### config.mk
export PLATFORM = sky130hd
export DESIGN_NAME = xsr_front
export DESIGN_NICKNAME = d
export VERILOG_FILES = /design/src/rtl/xsr_pkg.sv /design/src/rtl/xsr_front.sv
export SDC_FILE = /design/constraint.sdc
export NUM_CORES = 1
export LEC_CHECK = 0
export BUFFER_PORTS_ARGS = -buffer_cell sky130_fd_sc_hd__buf_2
export CORE_MARGIN = 5
export CORE_UTILIZATION = 35
export DETAILED_ROUTE_END_ITERATION = 10
export PLACE_DENSITY_LB_ADDON = 0.2
export RECOVER_POWER = 50
export SETUP_SLACK_MARGIN = 0.2
export SLEW_MARGIN = 20
export SYNTH_ARGS = -nofsm -noshare
export SYNTH_HDL_FRONTEND = slang
export SYNTH_SLANG_ARGS = --single-unit
export TNS_END_PERCENT = 50
### constraint.sdc
create_clock -name vclk -period 7.6
set_input_delay 1.52 -clock vclk [all_inputs]
set_output_delay 1.52 -clock vclk [all_outputs]
set_load 0.02 [all_outputs]
### src/rtl/xsr_pkg.sv
// Types and constants shared by the xoshiro256++ generator unit.
// No dependencies; all other files refer to it by scoped names.
`default_nettype none
package xsr_pkg;

    typedef struct packed {
        logic [1:0]  mode;
        logic [63:0] range_low;
        logic [63:0] range_high;
    } in_item_t;

    typedef struct packed {
        logic [63:0] value;
        logic        empty_range;
    } out_item_t;

    // mode codes
    localparam logic [1:0] MODE_RAW   = 2'd0;
    localparam logic [1:0] MODE_RANGE = 2'd1;
    localparam logic [1:0] MODE_JUMP  = 2'd2;
    localparam logic [1:0] MODE_LJUMP = 2'd3;

    // classified operation codes
    localparam logic [2:0] OP_RAW   = 3'd0;
    localparam logic [2:0] OP_RANGE = 3'd1;
    localparam logic [2:0] OP_EMPTY = 3'd2;
    localparam logic [2:0] OP_JUMP  = 3'd3;
    localparam logic [2:0] OP_LJUMP = 3'd4;

    typedef struct packed {
        logic [2:0]  op;
        logic [63:0] low;
        logic [63:0] span;
    } entry_t;

    typedef logic [3:0][63:0] words_t;

    localparam logic [63:0] SM_GAMMA = 64'h9e3779b97f4a7c15;
    localparam logic [63:0] SM_MUL1  = 64'hbf58476d1ce4e5b9;
    localparam logic [63:0] SM_MUL2  = 64'h94d049bb133111eb;

    localparam logic [255:0] JUMP_POLY = {
        64'h39abdc4529b1661c, 64'ha9582618e03fc9aa,
        64'hd5a61266f0c9392c, 64'h180ec6d33cfd0aba};
    localparam logic [255:0] LJUMP_POLY = {
        64'h39109bb02acbe635, 64'h77710069854ee241,
        64'hc5004e441c522fb3, 64'h76e15d3efefdcbbf};

    function automatic logic [63:0] draw_result(input words_t w);
        logic [63:0] s;
        s = w[0] + w[3];
        return {s[40:0], s[63:41]} + w[0];
    endfunction

    function automatic words_t draw_next(input words_t w);
        words_t n;
        logic [63:0] t;
        t = {w[1][46:0], 17'b0};
        n = w;
        n[2] = n[2] ^ n[0];
        n[3] = n[3] ^ n[1];
        n[1] = n[1] ^ n[2];
        n[0] = n[0] ^ n[3];
        n[2] = n[2] ^ t;
        n[3] = {n[3][18:0], n[3][63:19]};
        return n;
    endfunction

endpackage
`default_nettype wire

### src/rtl/xsr_front.sv
// Front end: accepts input items and classifies them into queue entries.
// Depends on xsr_pkg.
`default_nettype none
module xsr_front (
    input  wire logic             in_valid,
    output logic                  in_stall,
    input  xsr_pkg::in_item_t     in_data,
    output logic                  push,
    output xsr_pkg::entry_t       push_data,
    input  wire logic             q_full
);

    logic [64:0] diff;

    assign in_stall = q_full;
    assign push     = in_valid && !q_full;
    assign diff     = {1'b0, in_data.range_high} - {1'b0, in_data.range_low};

    always_comb
    begin
        push_data.low  = in_data.range_low;
        push_data.span = diff[63:0];
        case (in_data.mode)
            xsr_pkg::MODE_RAW:   push_data.op = xsr_pkg::OP_RAW;
            // borrow or zero difference means low is not below high
            xsr_pkg::MODE_RANGE: push_data.op = (diff[64] || diff[63:0] == 64'd0) ?
                                     xsr_pkg::OP_EMPTY : xsr_pkg::OP_RANGE;
            xsr_pkg::MODE_JUMP:  push_data.op = xsr_pkg::OP_JUMP;
            default:             push_data.op = xsr_pkg::OP_LJUMP;
        endcase
    end

endmodule
`default_nettype wire

Word level (Yosys, flattened, before mapping)
Cells that the tools add are included.

cells by class
  $add $sub $neg = 1
  eq/ne operators = 2
  mux-type cells = 2
  reductions and logical operators = 5

operators by type and width
  operator                                        count
  subtractor 64 x 64 -> 65 bit                    1
  zero test 64 bit                                1
  case mux 3 bit (3 select lines)                 1
  == test 2 x 1 -> 1 bit (second input constant)  1
  == test 2 bit (second input constant)           1
  zero test 2 bit                                 1
  2-to-1 mux 2 bit                                1
  logical AND 1 bit                               1
  zero test 1 bit                                 1
  logical OR 1 bit                                1

word-level totals
  register bits = 0
  input port bits = 132
  output and inout bits = 133
  logic and storage cells = 10

Depth between registers and ports, before layout
  word-level depth = 5
  gate-level depth with buffers = 15
  depth with buffers taken out = 14

Least setup slack after synthesis
OpenSTA, ideal clock, no wires.

  kind = input -> output
  from = input in_data[0] (netlist bit)
  to = output push_data[129] (netlist bit)
  arrival = 5706 ps
  required time = 6080 ps
  path slack = 374 ps
  cell stages on the path = 14
  buffers on the path = 0
  cells stage by stage = inv_1 > ha_1 > fa_1 > nand2b_1 > a21oi_1 > a41oi_1 > o31ai_2 > xor2_1 > a2111oi_0 > or4b_1 > nor4_1 > nand4_1 > or4_4 > o41ai_2

RTL lines
  item             line            RTL
  start, declared  xsr_front.sv:7  input xsr_pkg::in_item_t in_data,
  end, declared    xsr_front.sv:9  output xsr_pkg::entry_t push_data,

==> out/summary.txt <==
Final hold viol count: 0
Ranking of synthesized cells by area: ha_1, buf_4, a21oi_1
Die height: 134.4 um
Die W: 134.4 um
Crit. End Element: primary output
Area Overhead vs Synth: 19.74%
FILL cells: 1740
Synth top area share: 14.78%
Syn nets: 1062
Antenna cells: 0
Final Setup Violations: 0
Placer Congestion: 0.9489
Sequential area share after synthesis: 0%
First-pass GRT wire length: 32130 um
Most used cell, CP: buf_4
Slowest stage delay, CP: 0.54 ns
Register area: 0 um2
Worst slew pin tran: 0.5893 ns
Post-CTS Hold Buffers: 0
DR iter-0 viols: 554
Pwr Total: 0.7440 mW
Vias per Instance: 5.611
Nets: 1248
CP max-delay cell: or4_4
Worst hold path depth: 2
Critical path class: primary input to primary output
Mapped cell area: 0.005419 mm2
Pwr dens: 114.7 mW/mm2
Max Clk Rate: 0.1373 GHz
Port bufs: 265
Num sequential: 0
Hpwl dp: 18840 um
Area leader, netlist: ha_1
Vias: 6941
Most frequent cells after synthesis: a21oi_1, inv_1, nand2_1, nor2_1, buf_4
Pin count of the biggest net entering global routing: 12
CP max FO: 3
Gr ovfl total: 0
Max Cap Viol: 0
Full die area: 0.01807 mm2
Final WL: 21590 um
DRC violations left: 0
Max-slew headroom: 60.30%
Mapped Cells: 865
RSZ-0062 raised after global routing: no
Slew Viols, Final: 0
Starting Density: 35.65%
Syn. warnings: 0
Netlist cell types: 73
FP Rows: 45
Final ANT Viol Nets: 0
I/O pin count: 265
P_leak: 3.121 nW
Non-Filler Instances: 1237
Outcome: finished clean
Drt pass-1 iters: 6
Tcrit/Tclk final: 95.82%
Crit-path cells: buf_2 -> inv_1 -> ha_1 -> fa_1 -> nand2b_4 -> a21oi_2 -> a41oi_2 -> buf_4 -> xnor2_1 -> nor2_1 -> or4bb_1 -> or4b_4 -> nor4_4 -> buf_4 -> nand4_1 -> or4_4 -> o41ai_2 -> buf_4
Avg Inst Size Synth: 6.265 um2
Most frequent cell after synthesis: a21oi_1
Vias in the first global route: 6331
Type of origin of the critical path: primary input
Final min period: 7.282 ns
Hold Path Class: primary input to primary output
Core outline area: 0.01520 mm2
CP Data Arrival Time: 5.76 ns
Share of cells above drive strength 1: 23.45%
Drt wl/cell: 17.46 um
Setup TNS: 0 ns
Clock buffers: 0
Final core occ: 42.68%
Max rail drop VDD: 0.05189 mV
DP Cell Count: 1234
Worst Path Required: 6.08 ns
Initial antenna violation count: 0
GRT Util Overall: 21.41%
[cells by family after synthesis]
group	synth area share, %
AND/OR/NAND/NOR	26.28
buffers and inverters	17.69
XOR/XNOR	7.435
AO/OA/AOI/OAI	32.49
adder cells (fa/ha/maj)	15.15
multiplexers	0.9697
[final timing paths]
| path | end | slack (ns) | start |
|---|---|---|---|
| min | push_data[120] | 3.30 | in_data[120] |
| max | push_data[129] | 0.32 | in_data[0] |
[placed cells by master, fill, tap and decap left out, drive strengths merged, types with 5 or more instances in the layout]
cell	Yosys	routed
a211oi	9	9
a21boi	5	5
a21o	16	16
a21oi	92	92
a221oi	5	5
a31oi	8	8
and2	5	5
and3	6	6
buf	72	219
clkbuf	29	66
ha	64	64
inv	87	87
nand2	80	80
nand3	14	14
nand4	35	35
nor2	78	78
nor3	24	24
nor4	15	15
o211ai	7	7
o21a	11	11
o21ai	58	58
o21bai	11	11
o31ai	6	6
or3	5	5
or4	6	6
xnor2	26	26
xor2	20	20
[critical path, delay by kind of cell]
family,cells,cell delay [ns]
simple gates,7,2.25
buf+inv,5,0.62
compound gates,3,0.62
fa+ha+maj,2,0.61
xor+xnor,1,0.13
[where the power goes]
| part | leakage, nW | switching, mW | internal, mW |
|---|---|---|---|
| Clock | 0 | 0 | 0 |
| Combinational | 3.12 | 0.489 | 0.255 |
| Sequential | 0 | 0 | 0 |
[area by class of cell]
cell class                 count  area, um2  share of cell area (%)
multi-input combinational    677       4531                   69.82
inverter                      87      326.6                   5.033
tap                          188      235.2                   3.625
timing repair buffer         285       1396                   21.52
[metal layers]
metal | track usage [%] | share of wire (%) | vias up
li1 | - | - | 3434
met1 | 30.17 | 45 | 3139
met2 | 35.92 | 45 | 346
met3 | 2.251 | 8.4 | 22
met4 | 3.281 | 1.5 | 0
met5 | 0 | 0 | -
[per-stage QoR]
step                setup slack (ns)  instance area (um2)  hold WS, ns
floorplan                     0.3737                 5419        3.118
global placement              0.1864                 6476        3.273
detailed placement           0.08679                 6476        3.273
CTS                           0.2085                 6489        3.273
global route                  0.2075                 6489        3.304
finish                        0.3179                 6489        3.300
[repair_timing]
action	4_1_cts	5_1_grt
setup endpoints to repair	2	2
resized for setup	1	16
cloned	0	0
pin swaps	1	7
buffers inserted	1	2
No activity file was read; power rests on OpenSTA's default activity.
