--- src/rtl/xsr_pkg.sv ---
// Types and constants shared by the xoshiro256++ generator unit.
// No dependencies; all other files refer to it by scoped names.
`default_nettype none
package xsr_pkg;

    typedef struct packed {
        logic [1:0]  mode;
        logic [63:0] range_low;
        logic [63:0] range_high;
    } in_item_t;

    typedef struct packed {
        logic [63:0] value;
        logic        empty_range;
    } out_item_t;

    // mode codes
    localparam logic [1:0] MODE_RAW   = 2'd0;
    localparam logic [1:0] MODE_RANGE = 2'd1;
    localparam logic [1:0] MODE_JUMP  = 2'd2;
    localparam logic [1:0] MODE_LJUMP = 2'd3;

    // classified operation codes
    localparam logic [2:0] OP_RAW   = 3'd0;
    localparam logic [2:0] OP_RANGE = 3'd1;
    localparam logic [2:0] OP_EMPTY = 3'd2;
    localparam logic [2:0] OP_JUMP  = 3'd3;
    localparam logic [2:0] OP_LJUMP = 3'd4;

    typedef struct packed {
        logic [2:0]  op;
        logic [63:0] low;
        logic [63:0] span;
    } entry_t;

    typedef logic [3:0][63:0] words_t;

    localparam logic [63:0] SM_GAMMA = 64'h9e3779b97f4a7c15;
    localparam logic [63:0] SM_MUL1  = 64'hbf58476d1ce4e5b9;
    localparam logic [63:0] SM_MUL2  = 64'h94d049bb133111eb;

    localparam logic [255:0] JUMP_POLY = {
        64'h39abdc4529b1661c, 64'ha9582618e03fc9aa,
        64'hd5a61266f0c9392c, 64'h180ec6d33cfd0aba};
    localparam logic [255:0] LJUMP_POLY = {
        64'h39109bb02acbe635, 64'h77710069854ee241,
        64'hc5004e441c522fb3, 64'h76e15d3efefdcbbf};

    function automatic logic [63:0] draw_result(input words_t w);
        logic [63:0] s;
        s = w[0] + w[3];
        return {s[40:0], s[63:41]} + w[0];
    endfunction

    function automatic words_t draw_next(input words_t w);
        words_t n;
        logic [63:0] t;
        t = {w[1][46:0], 17'b0};
        n = w;
        n[2] = n[2] ^ n[0];
        n[3] = n[3] ^ n[1];
        n[1] = n[1] ^ n[2];
        n[0] = n[0] ^ n[3];
        n[2] = n[2] ^ t;
        n[3] = {n[3][18:0], n[3][63:19]};
        return n;
    endfunction

endpackage
`default_nettype wire

--- src/rtl/xsr_queue.sv ---
// Two-entry queue between the front end and the back end.
// Depends on xsr_pkg.
`default_nettype none
module xsr_queue (
    input  wire logic        clk,
    input  wire logic        rst_n,
    input  wire logic        push,
    input  xsr_pkg::entry_t  push_data,
    output logic             full,
    input  wire logic        pop,
    output logic             q_valid,
    output xsr_pkg::entry_t  q_data
);

    xsr_pkg::entry_t mem_reg [2];
    logic       wr_ptr_reg, rd_ptr_reg;
    logic [1:0] count_reg;

    assign full    = count_reg == 2'd2;
    assign q_valid = count_reg != 2'd0;
    assign q_data  = mem_reg[rd_ptr_reg];

    always_ff @(posedge clk)
    begin
        if (push)
        begin
            mem_reg[wr_ptr_reg] <= push_data;
        end
    end

    always_ff @(posedge clk or negedge rst_n)
    begin
        if (!rst_n)
        begin
            wr_ptr_reg <= 1'b0;
            rd_ptr_reg <= 1'b0;
            count_reg  <= 2'd0;
        end
        else
        begin
            if (push)
            begin
                wr_ptr_reg <= !wr_ptr_reg;
            end
            if (pop)
            begin
                rd_ptr_reg <= !rd_ptr_reg;
            end
            case ({push, pop})
                2'b10:   count_reg <= count_reg + 2'd1;
                2'b01:   count_reg <= count_reg - 2'd1;
                default: count_reg <= count_reg;
            endcase
        end
    end

endmodule
`default_nettype wire

--- config.mk ---
export PLATFORM = sky130hd
export DESIGN_NAME = xsr_queue
export DESIGN_NICKNAME = d
export VERILOG_FILES = /design/src/rtl/xsr_pkg.sv /design/src/rtl/xsr_queue.sv
export SDC_FILE = /design/constraint.sdc
export NUM_CORES = 1
export LEC_CHECK = 0
export ABC_AREA = 1
export BUFFER_PORTS_ARGS = -buffer_cell sky130_fd_sc_hd__buf_2
export CELL_PAD_IN_SITES_DETAIL_PLACEMENT = 1
export CELL_PAD_IN_SITES_GLOBAL_PLACEMENT = 1
export CORE_ASPECT_RATIO = 1.1
export CORE_UTILIZATION = 44
export CTS_BUF_LIST = sky130_fd_sc_hd__clkbuf_4 sky130_fd_sc_hd__clkbuf_8
export CTS_CLUSTER_DIAMETER = 40
export DETAILED_ROUTE_END_ITERATION = 8
export PLACE_DENSITY = 0.85
export SLEW_MARGIN = 10
export SYNTH_ARGS = -nofsm -noshare
export SYNTH_HDL_FRONTEND = slang
export SYNTH_SLANG_ARGS = --single-unit
--- constraint.sdc ---
create_clock -name clk -period 7.2 [get_ports clk]
set_input_delay 0.36 -clock clk [delete_from_list [all_inputs] [get_ports clk]]
set_output_delay 0.36 -clock clk [all_outputs]
set_load 0.02 [all_outputs]
## After elaboration in Yosys (flattened, before gate mapping)

Memory sizes are Yosys's and may differ from the RTL's.
Cells that the tools add are included.
Widths: inputs -> output; s select.

| word-level totals | value |
|---|---|
| output and inout bits | 133 |
| input bits | 135 |
| memories kept | 1 |
| logic and storage cells | 16 |
| register bits after elaboration | 4 |
| memory bits (writable) | 262 |

Memories:

| memory | words | width | rd ports | clocked after Yosys merged registers in | write ports | RTL line | source |
|---|---|---|---|---|---|---|---|
| mem_reg | 2 | 131 | 1 | 0 | 1 | xsr_queue.sv:15 | `xsr_pkg::entry_t mem_reg [2];` |

| operators by class | value |
|---|---|
| reduce and logical (&&, ||, !) cells | 4 |
| equal/unequal tests | 3 |
| add/sub/neg operators | 2 |
| multiplexer cells | 3 |

Operators by type and width:

| kind | count |
|---|---|
| $eq 2x2->1 const B | 2 |
| $pmux 2 s2 | 1 |
| $reduce_bool 2->1 | 2 |
| $add 2x1->2 const B | 1 |
| $eq 2x1->1 const B | 1 |
| $logic_not 1->1 | 2 |
| $mux 1 | 2 |
| $sub 2x1->2 const B | 1 |

## Longest topological paths before layout

Gate-level depths: netlist of run 1.

| depth | value |
|---|---|
| word-level depth | 2 |
| mapped depth | 7 |
| mapped depth without buffers | 7 |

## Worst setup path before layout of run 1

OpenSTA, ideal clock, no wires.

| path | value |
|---|---|
| path kind | input to register |
| start point | input port push |
| end point | memory mem_reg[0][0] (netlist bit), enable pin |
| slack | 669 ps |
| stages on the path | 2 |
| buffers on the path | 0 |
| required time | 6574 ps |
| data arrival time | 5905 ps |
| library setup time | 626 ps |
| path through | inv_1 > nor2_1 |

| on the way | value |
|---|---|
| word-level cells in the longest chain between the ends | 2 |

Ends and longest elaborated chain:

| item | RTL line | source |
|---|---|---|
| start: declaration | xsr_queue.sv:7 | `input wire logic push,` |
| $mux 1 | xsr_queue.sv:25 | `if (push)` |
| $mux 1 (not written as such) | xsr_queue.sv:27 | `mem_reg[wr_ptr_reg] <= push_data;` |
| end: declaration | xsr_queue.sv:15 |  |

No other way between the ends.

==> summary by stage, run 1 <==
Worst setup path
The highest net fanout along the worst path is a little over 90. In this design, the largest share of critical-path delay is due to buffers and inverters. The classification of the worst setup path is reg2out.

The type of element capturing the critical path is an output port. The signal on the critical path passes through buf_4, nand2_1, o21ai_2, buf_2. The worst setup slack for register-to-register paths is 4360 ps. The launch point of the worst path is rd_ptr_reg$_DFFE_PN0P_. The peak per-stage delay on the critical path is 1030 ps. Data on the critical path is required at its endpoint by around 7000 ps.

The largest individual stage delay along the critical path comes from the cell sky130_fd_sc_hd__dfrtp_4. The worst setup path is launched from a register. Data arrives at the worst endpoint at 3140 ps. The number of buffers and inverters on the critical path is 2. The startpoint identified for the worst register-to-register timing path is wr_ptr_reg$_DFFE_PN0P_.

Pwr
The combinational share of power is 33.8%. The share of total power in the clock network is 24.5%. The worst IR drop on VDD is 0.253 mV. The internal power of the cells totals 0.00330 W.

The analysis attributes to net switching a power of 0.00202 W. The leakage power total is 5.83 nW. The switching part of the total is a little under two fifths. The share of total power in sequential cells is 41.7%. For this design the ratio of total power to cell area is roughly 390 nW/µm².

Routing
The first-pass iteration count of the detailed router is 4. The vias after detailed routing is between 6000 and 7000. Summed over all layers, the routed wires come to 26200 µm. The count of unresolved DRC violations after routing is 0. The detail-routed via count per cell is 4.73. In this run, the number of DRC markers left after iteration 0 of detailed routing was 302. Dividing the detail-routed wire length by the instance count gives 18.2 µm. The count of nets left with antenna violations once routing finished came out at 0.

Global routing
The number of global-route vias before repair is 7534. The initial antenna violation count came to 2. The first global-routing pass estimated a little under 40000 µm of wire. The total congestion overflow after global routing is 0. Global routing used 21.9% of the available tracks across all layers.

The maximum number of pins on one net before global-route repair is 94.

CTS
The CTS root buffer is sky130_fd_sc_hd__clkbuf_8. Clock-pin slew was measured on the worst setup and hold paths at 60 ps. The CTS tree is done.

Clock tree synthesis inserted a total of 45 buffers. For the worst-skew pair, the clock arrives at the later sink with an insertion delay of 530 ps. The number of H-tree branching levels is 2. The CTS sink count is 266. Buffers added to address setup during post-CTS repair amount to 0. No sink is reached through more buffers than the 3 on the longest clock path.

STA
The smallest clock period supported by the final layout is computed as 3500 ps. The final critical-path share of the clock period is 48.7%. Setup repair after global routing left no endpoint under its margin.

In this run the tightest slew margin relative to its limit is 27.9%. The final worst clock skew is about 18 ps. The final max-slew violation count is 0. Setup violations remaining at the end of the flow were counted as 0. The final number of hold-violating endpoints is 0. The transition time at the pin with the least slew margin is around 1100 ps. Static timing analysis puts the maximum clock frequency at 285 MHz.

The total negative slack is 0 ps.

Worst hold path
The type of the tightest min-delay check is in2reg. The worst min-delay path startpoint is push_data[75].

Synthesis
The largest area contributor in the netlist is sky130_fd_sc_hd__edfxtp_1. The synthesized area per cell is about 14 µm². In the post-synthesis netlist, the biggest area contributors are sky130_fd_sc_hd__edfxtp_1 77%, sky130_fd_sc_hd__inv_1 5.0%, sky130_fd_sc_hd__nand2_1 5.0%.

The Yosys warning count is 0. The total nets after synthesis is roughly 840. Of the post-synthesis cell area, the dominant cell type holds between 70% and 80%.

After Yosys synthesis, full adders, half adders and majority gates account for 0.123% of the synthesized area. Summing the areas of all xor and xnor instances in the mapped netlist gives 0.258% of the synthesized area. The synthesized instance count is between 700 and 800. The synthesized flop and latch total is 266. The number of different library cells used by synthesis comes to 18.

The synthesized-area fraction occupied by ao, oa, aoi and oai cells is 7.98%. The multiplexer area fraction after synthesis is 0%. After synthesis, the largest family of logic cells by area is buffers and inverters. The basic-gate share of the synthesized area counting and, or, nand and nor cells is 5.23%. Sequential elements use 78.2% of the synthesized area. The cell area that synthesis handed to floorplanning was ~10000 µm².

Layout
The ratio of cells with drive above 1 in the final layout is around 34%. The post-layout instance area is 13600 µm². The register with the most flip-flops in the layout has 262 of them. The final standard cell count with taps included and fillers excluded is approximately 1400. From synthesis to final layout, the design area changed by 33.7%.

Measured on the finished design, the core utilization comes to 59.8%. After the last flow step, the layout net total stands at 1247.

Floorplan
The floorplan step set the die width to ~150 µm. In this run the core area contains between 50 and 60 standard-cell rows. The floorplan step defined a die boundary enclosing 23800 µm². For this configuration, the core starts out at a cell density of 44.7%.

The vertical die dimension is 162 µm. The standard cell core area is 22800 µm². The count of pins on the block boundary is 268.

Status
The flow ran to the end, and the final reports show no timing, DRC or antenna violations.

Placed design
Including well taps, the total number of placed cells is 1251. The cell area after placement is between 10000 and 15000 µm². The number of port buffers is 267. The wire-length estimate of the detail-placed layout is 14500 µm. The final estimated routing congestion in global placement is 0.741.

Job
The count of maximum capacitance violations is 0.
==> layer usage <==
layer / GRT usage [%] / wire (µm) / share of wire (%)
met1: 23.5 / 9760 / 37
met2: 41.1 / 14200 / 54
met3: 5.65 / 1570 / 6.0
met4: 7.83 / 738 / 2.8
met5: 0 / 0 / 0
==> final cells by class <==
cell class / instances / area (µm²)
antenna: 2 / 5.00
clock buffer: 65 / 776
clock inverter: 10 / 78.8
fill: 2335 / 9160
inverter: 137 / 519
multi-input combinational: 276 / 1390
sequential: 266 / 7970
tap: 300 / 375
timing repair buffer: 385 / 2500
==> through the flow <==
step	total power [W]	setup slack (ps)	hold slack (ps)
CTS	0.00533	3680	0.221
finish	0.00533	3700	37.1
detailed placement	0.00398	4270	174
floorplan	0.00351	669	64.4
global route	0.00560	3460	-5.11
global placement	0.00390	4310	171
==> cell families after synthesis <==
family | after synthesis
XOR/XNOR | 3
buffers and inverters | 166
AND/OR/NAND/NOR | 141
flip-flops | 266
adder cells (fa/ha/maj) | 1
AO/OA/AOI/OAI | 131
==> synthesized netlist by cell type <==
| library cell | instances |
|---|---|
| sky130_fd_sc_hd__buf_8 | 1 |
| sky130_fd_sc_hd__o21ai_2 | 42 |
| sky130_fd_sc_hd__xor2_1 | 2 |
| sky130_fd_sc_hd__inv_1 | 137 |
| sky130_fd_sc_hd__buf_12 | 8 |
| sky130_fd_sc_hd__ha_1 | 1 |
| sky130_fd_sc_hd__xnor2_1 | 1 |
| sky130_fd_sc_hd__buf_4 | 3 |
| sky130_fd_sc_hd__edfxtp_1 | 262 |
| sky130_fd_sc_hd__dfrtp_1 | 4 |
| sky130_fd_sc_hd__nand4_1 | 1 |
| sky130_fd_sc_hd__nor2_1 | 2 |
| sky130_fd_sc_hd__clkbuf_1 | 9 |
| sky130_fd_sc_hd__buf_6 | 8 |
| sky130_fd_sc_hd__o21ai_1 | 4 |
| sky130_fd_sc_hd__o21ai_0 | 85 |
| sky130_fd_sc_hd__nand2_1 | 137 |
| sky130_fd_sc_hd__nand3_1 | 1 |
==> power by group through the flow <==
stage                     registers [W]  logic [W]  clock network, W
after global routing            0.00225    0.00194           0.00140
after CTS                       0.00221    0.00179           0.00133
after detailed placement        0.00224    0.00173                 0
after floorplan                 0.00219    0.00131                 0
final                           0.00222    0.00180           0.00131
after global placement          0.00222    0.00168                 0
==> what timing repair did <==
item	CTS	global route
hold buffers	107	6
resized for setup	0	0
hold endpoints to repair	210	12
==> cell usage in the layout (no fill, tap or decap) <==
cell type,Yosys,final
sky130_fd_sc_hd__bufinv_16,0,1
sky130_fd_sc_hd__dfrtp_4,0,1
sky130_fd_sc_hd__clkbuf_4,0,19
sky130_fd_sc_hd__o21ai_1,4,4
sky130_fd_sc_hd__nand2_1,137,137
sky130_fd_sc_hd__inv_1,137,136
sky130_fd_sc_hd__nand4_1,1,1
sky130_fd_sc_hd__clkinv_1,0,3
sky130_fd_sc_hd__o21ai_2,42,42
sky130_fd_sc_hd__nor2_4,0,1
sky130_fd_sc_hd__xor2_1,2,2
sky130_fd_sc_hd__nand3_1,1,1
sky130_fd_sc_hd__edfxtp_1,262,262
sky130_fd_sc_hd__clkbuf_8,0,46
sky130_fd_sc_hd__inv_6,0,1
sky130_fd_sc_hd__buf_4,3,5
sky130_fd_sc_hd__dfrtp_1,4,3
sky130_fd_sc_hd__diode_2,0,2
sky130_fd_sc_hd__buf_2,0,267
sky130_fd_sc_hd__clkinv_4,0,2
sky130_fd_sc_hd__ha_1,1,1
sky130_fd_sc_hd__xnor2_1,1,1
sky130_fd_sc_hd__o21ai_0,85,85
sky130_fd_sc_hd__dlygate4sd3_1,0,113
sky130_fd_sc_hd__clkinv_2,0,4
sky130_fd_sc_hd__nor2_1,2,1
==> worst paths after layout <==
check,endpoint,cells after the start
max,q_data[83],4
min,mem_reg[1][75]$_DFFE_PP_,1
max reg2reg,mem_reg[0][110]$_DFFE_PP_,3
min reg2reg,count_reg[1]$_DFFE_PN0P_,2
max in group asynchronous,rd_ptr_reg$_DFFE_PN0P_,2
min in group asynchronous,count_reg[1]$_DFFE_PN0P_,2
Power figures use the tool's default switching activity.
==> run 2, diff against run 1 <==
--- a/config.mk
+++ b/config.mk
@@ -10,11 +10,11 @@
 export CELL_PAD_IN_SITES_DETAIL_PLACEMENT = 1
 export CELL_PAD_IN_SITES_GLOBAL_PLACEMENT = 1
 export CORE_ASPECT_RATIO = 1.1
-export CORE_UTILIZATION = 44
+export CORE_UTILIZATION = 40
 export CTS_BUF_LIST = sky130_fd_sc_hd__clkbuf_4 sky130_fd_sc_hd__clkbuf_8
 export CTS_CLUSTER_DIAMETER = 40
 export DETAILED_ROUTE_END_ITERATION = 8
-export PLACE_DENSITY = 0.85
+export PLACE_DENSITY = 0.82
 export SLEW_MARGIN = 10
 export SYNTH_ARGS = -nofsm -noshare
 export SYNTH_HDL_FRONTEND = slang
==> constraint.sdc (replaced) <==
create_clock -name clk -period 2.86 [get_ports clk]
set_input_delay 0.143 -clock clk [delete_from_list [all_inputs] [get_ports clk]]
set_output_delay 0.143 -clock clk [all_outputs]
set_load 0.02 [all_outputs]
==> run 2 against run 1 <==
- total power rose to 2.6 times the previous value
- global-route usage is 0.90 points lower
- flip-flop and latch count stayed put
- non-clock buffer count rose by 26
- via count increased by 1.8%
- critical path depth stayed put
- critical endpoint is now q_data[59]
- largest cell class unchanged
- highest routed layer is now met5
==> summary by stage, run 2 (same netlist as run 1, synthesis figures left out) <==
Status
The run finished with clean final reports.

CTS
The post-CTS setup-driven buffer insertion count is 0. For the worst-skew pair, the clock arrives at the later sink with an insertion delay of between 500 and 600 ps. The H-tree generated during clock tree synthesis spans 2 levels. The CTS root buffer is sky130_fd_sc_hd__clkbuf_8. Counting the buffers created by CTS gives 45. TritonCTS built the clock tree. The clock net in this run drives a total of roughly 270 sinks.

After clock tree synthesis, the clock-pin slew on the worst setup and hold paths is 60 ps. The buffer depth of the longest clock path is 3.

Floorplan
The die outline area is 26100 µm². The initial utilization of the core area, before any placement, comes to 41.3%. The floorplan row count is 60. The width of the die is 154 µm. The vertical die dimension is 169 µm.

The standard cell core area is 24700 µm². The count of pins on the block boundary is 268.

Layout
The top cell types in the final layout, fill and taps aside, are 267 x sky130_fd_sc_hd__buf_2, 262 x sky130_fd_sc_hd__edfxtp_1, 137 x sky130_fd_sc_hd__nand2_1. The leading cell type in the layout, fill and taps excluded is sky130_fd_sc_hd__buf_2. The register with the most flip-flops in the layout has 262 of them. The ratio of cells with drive above 1 in the final layout is 33.6%.

The finished layout holds ~1500 standard cells, fillers aside. The layout-stage area growth over the synthesis result is 38.0%. The layout has 2520 filler cells. The net count of the finished layout is 1273.

Worst setup path
For the worst setup path, the data arrival time is between 2000 and 2500 ps. Traced cell by cell, the critical path runs through buf_12, nand2_1, o21ai_0, buf_2. The number of buffers and inverters on the critical path is 2.

The sort of element at the start of the critical path is a register. In this design, the largest share of critical-path delay is due to flip-flops. The slowest stage of the critical path belongs to the cell sky130_fd_sc_hd__dfrtp_4. The worst setup path is captured at an output port. The peak per-stage delay on the critical path is 730 ps.

Of all nets on the critical path, the largest fanout is 67. The required time at the worst-slack endpoint is 2720 ps. The classification of the worst setup path is reg2out.

Global routing
The total overflow left after global routing is 0. The combined global-route utilization of all metal layers is 21.0%. Entering global routing, the biggest net connects 69 pins. The number of global-route vias before repair is 7718.

The first-pass GRT wire length is roughly 41000 µm. The initial antenna violation count is 4.

Routing
The count of unresolved DRC violations after routing is 0. The first-pass iteration count of the detailed router is 4. The detail-routed via count per cell is 4.68. Dividing the detail-routed wire length by the instance count gives 18.5 µm. Across all layers, the routed design uses ~6900 vias.

The total routed wirelength is 27500 µm. The number of nets still failing antenna checks after routing is 0. In this run, the number of DRC markers left after iteration 0 of detailed routing was 295.

Pwr
The worst-case IR drop observed on VDD is 0.537 mV. In this run the power spent charging and discharging nets is 0.00520 W. The share of total power in the clock network is about a quarter. The power density of the placed cells is approximately 990 nW/µm².

Of the total power, combinational logic draws between 30% and 40%. The internal portion of total power is about 0.0087 W. Sequential cells burn ~40% of the power. For this design the static power due to leakage is ~6.0 nW. The switching part of the total is 37.5%.

Job
The tool flagged a number of max-cap violations equal to 0.

STA
The clock arrives with 17.9 ps of skew. The time the final worst path needs with I/O delays and setup is 2260 ps. At the pin with the least slew margin, the transition time is 482 ps.

Setup violations remaining at the end of the flow were counted as 0. Across all hold checks on the routed design, the worst slack comes to between 300 and 400 ps. The final number of hold-violating endpoints is 0. Setup repair after global routing left no endpoint under its margin. Measured against its own limit, the worst slew margin works out to 67.9%.

The final max-slew violation count came to 0. Of the available clock period, the critical path in the final layout requires 79.0%. Derived from the worst setup path, the maximum achievable clock frequency is between 400 and 500 MHz. The total negative slack is 0 ps.

The worst setup slack after layout is 599 ps.

Placed design
The count of placed standard cells including taps is 1265. The congestion estimate from routability-driven global placement came to 0.744. After legalization and detailed placement, the total HPWL measured around 16000 µm. The pre-CTS setup slack is 1160 ps.

The number of port buffers is around 270.

Worst hold path
The type of the tightest min-delay check is in2reg.
## run 2: what timing repair did
action | CTS | global route
hold buffers | 135 | 0
endpoints found under the hold margin | 269 | 0
gates resized for setup | 0 | 0
## run 2: final timing paths
kind                       cells after the start  slack [ps]                        to                      from
setup / recovery                               4         600                q_data[59]    rd_ptr_reg$_DFFE_PN0P_
hold / removal                                 2         320  mem_reg[1][76]$_DFFE_PP_             push_data[76]
setup reg to reg                               2        1300  mem_reg[0][62]$_DFFE_PP_    wr_ptr_reg$_DFFE_PN0P_
hold reg to reg                                2         500  count_reg[1]$_DFFE_PN0P_  count_reg[1]$_DFFE_PN0P_
max in group asynchronous                      3        2120    rd_ptr_reg$_DFFE_PN0P_                     rst_n
min in group asynchronous                      3         530    wr_ptr_reg$_DFFE_PN0P_                     rst_n
## run 2: power by group through the flow
| stage | clock network, W | registers (W) | logic (W) |
|---|---|---|---|
| 2_1_floorplan | 0 | 0.00543 | 0.00332 |
| 3_3_place_gp | 0 | 0.00549 | 0.00446 |
| 3_5_place_dp | 0 | 0.00555 | 0.00460 |
| 4_1_cts | 0.00358 | 0.00548 | 0.00479 |
| 5_1_grt | 0.00379 | 0.00556 | 0.00519 |
| 6_report | 0.00353 | 0.00549 | 0.00483 |
## run 2: layer usage
layer  routed length (µm)  track usage [%]  up-vias
met5                   13                0        -
met4                  836             8.57        2
met3                 1680             5.72       58
met2                15000             40.2      245
met1                 9970             21.4     3362
li1                     -                -     3275
## run 2: final cells by class
class                   count  area, µm²  share of cell area [%]
multi-input cells         276       1390                    9.91
inverters                 137        518                    3.68
clock inverters            13        108                   0.765
diodes                      3       7.51                  0.0534
well taps                 310        388                    2.76
repair buffers            411       2840                    20.2
clock buffers              68        830                    5.90
flip-flops and latches    266       7970                    56.7
## run 2: stage by stage
stage	util, %	power (W)	cell area (µm²)
floorplan	-	0.00875	10200
global placement	47.6	0.00995	11800
detailed placement	47.6	0.0102	11800
CTS	56.9	0.0139	14000
global route	56.9	0.0145	14100
finish	56.9	0.0139	14100
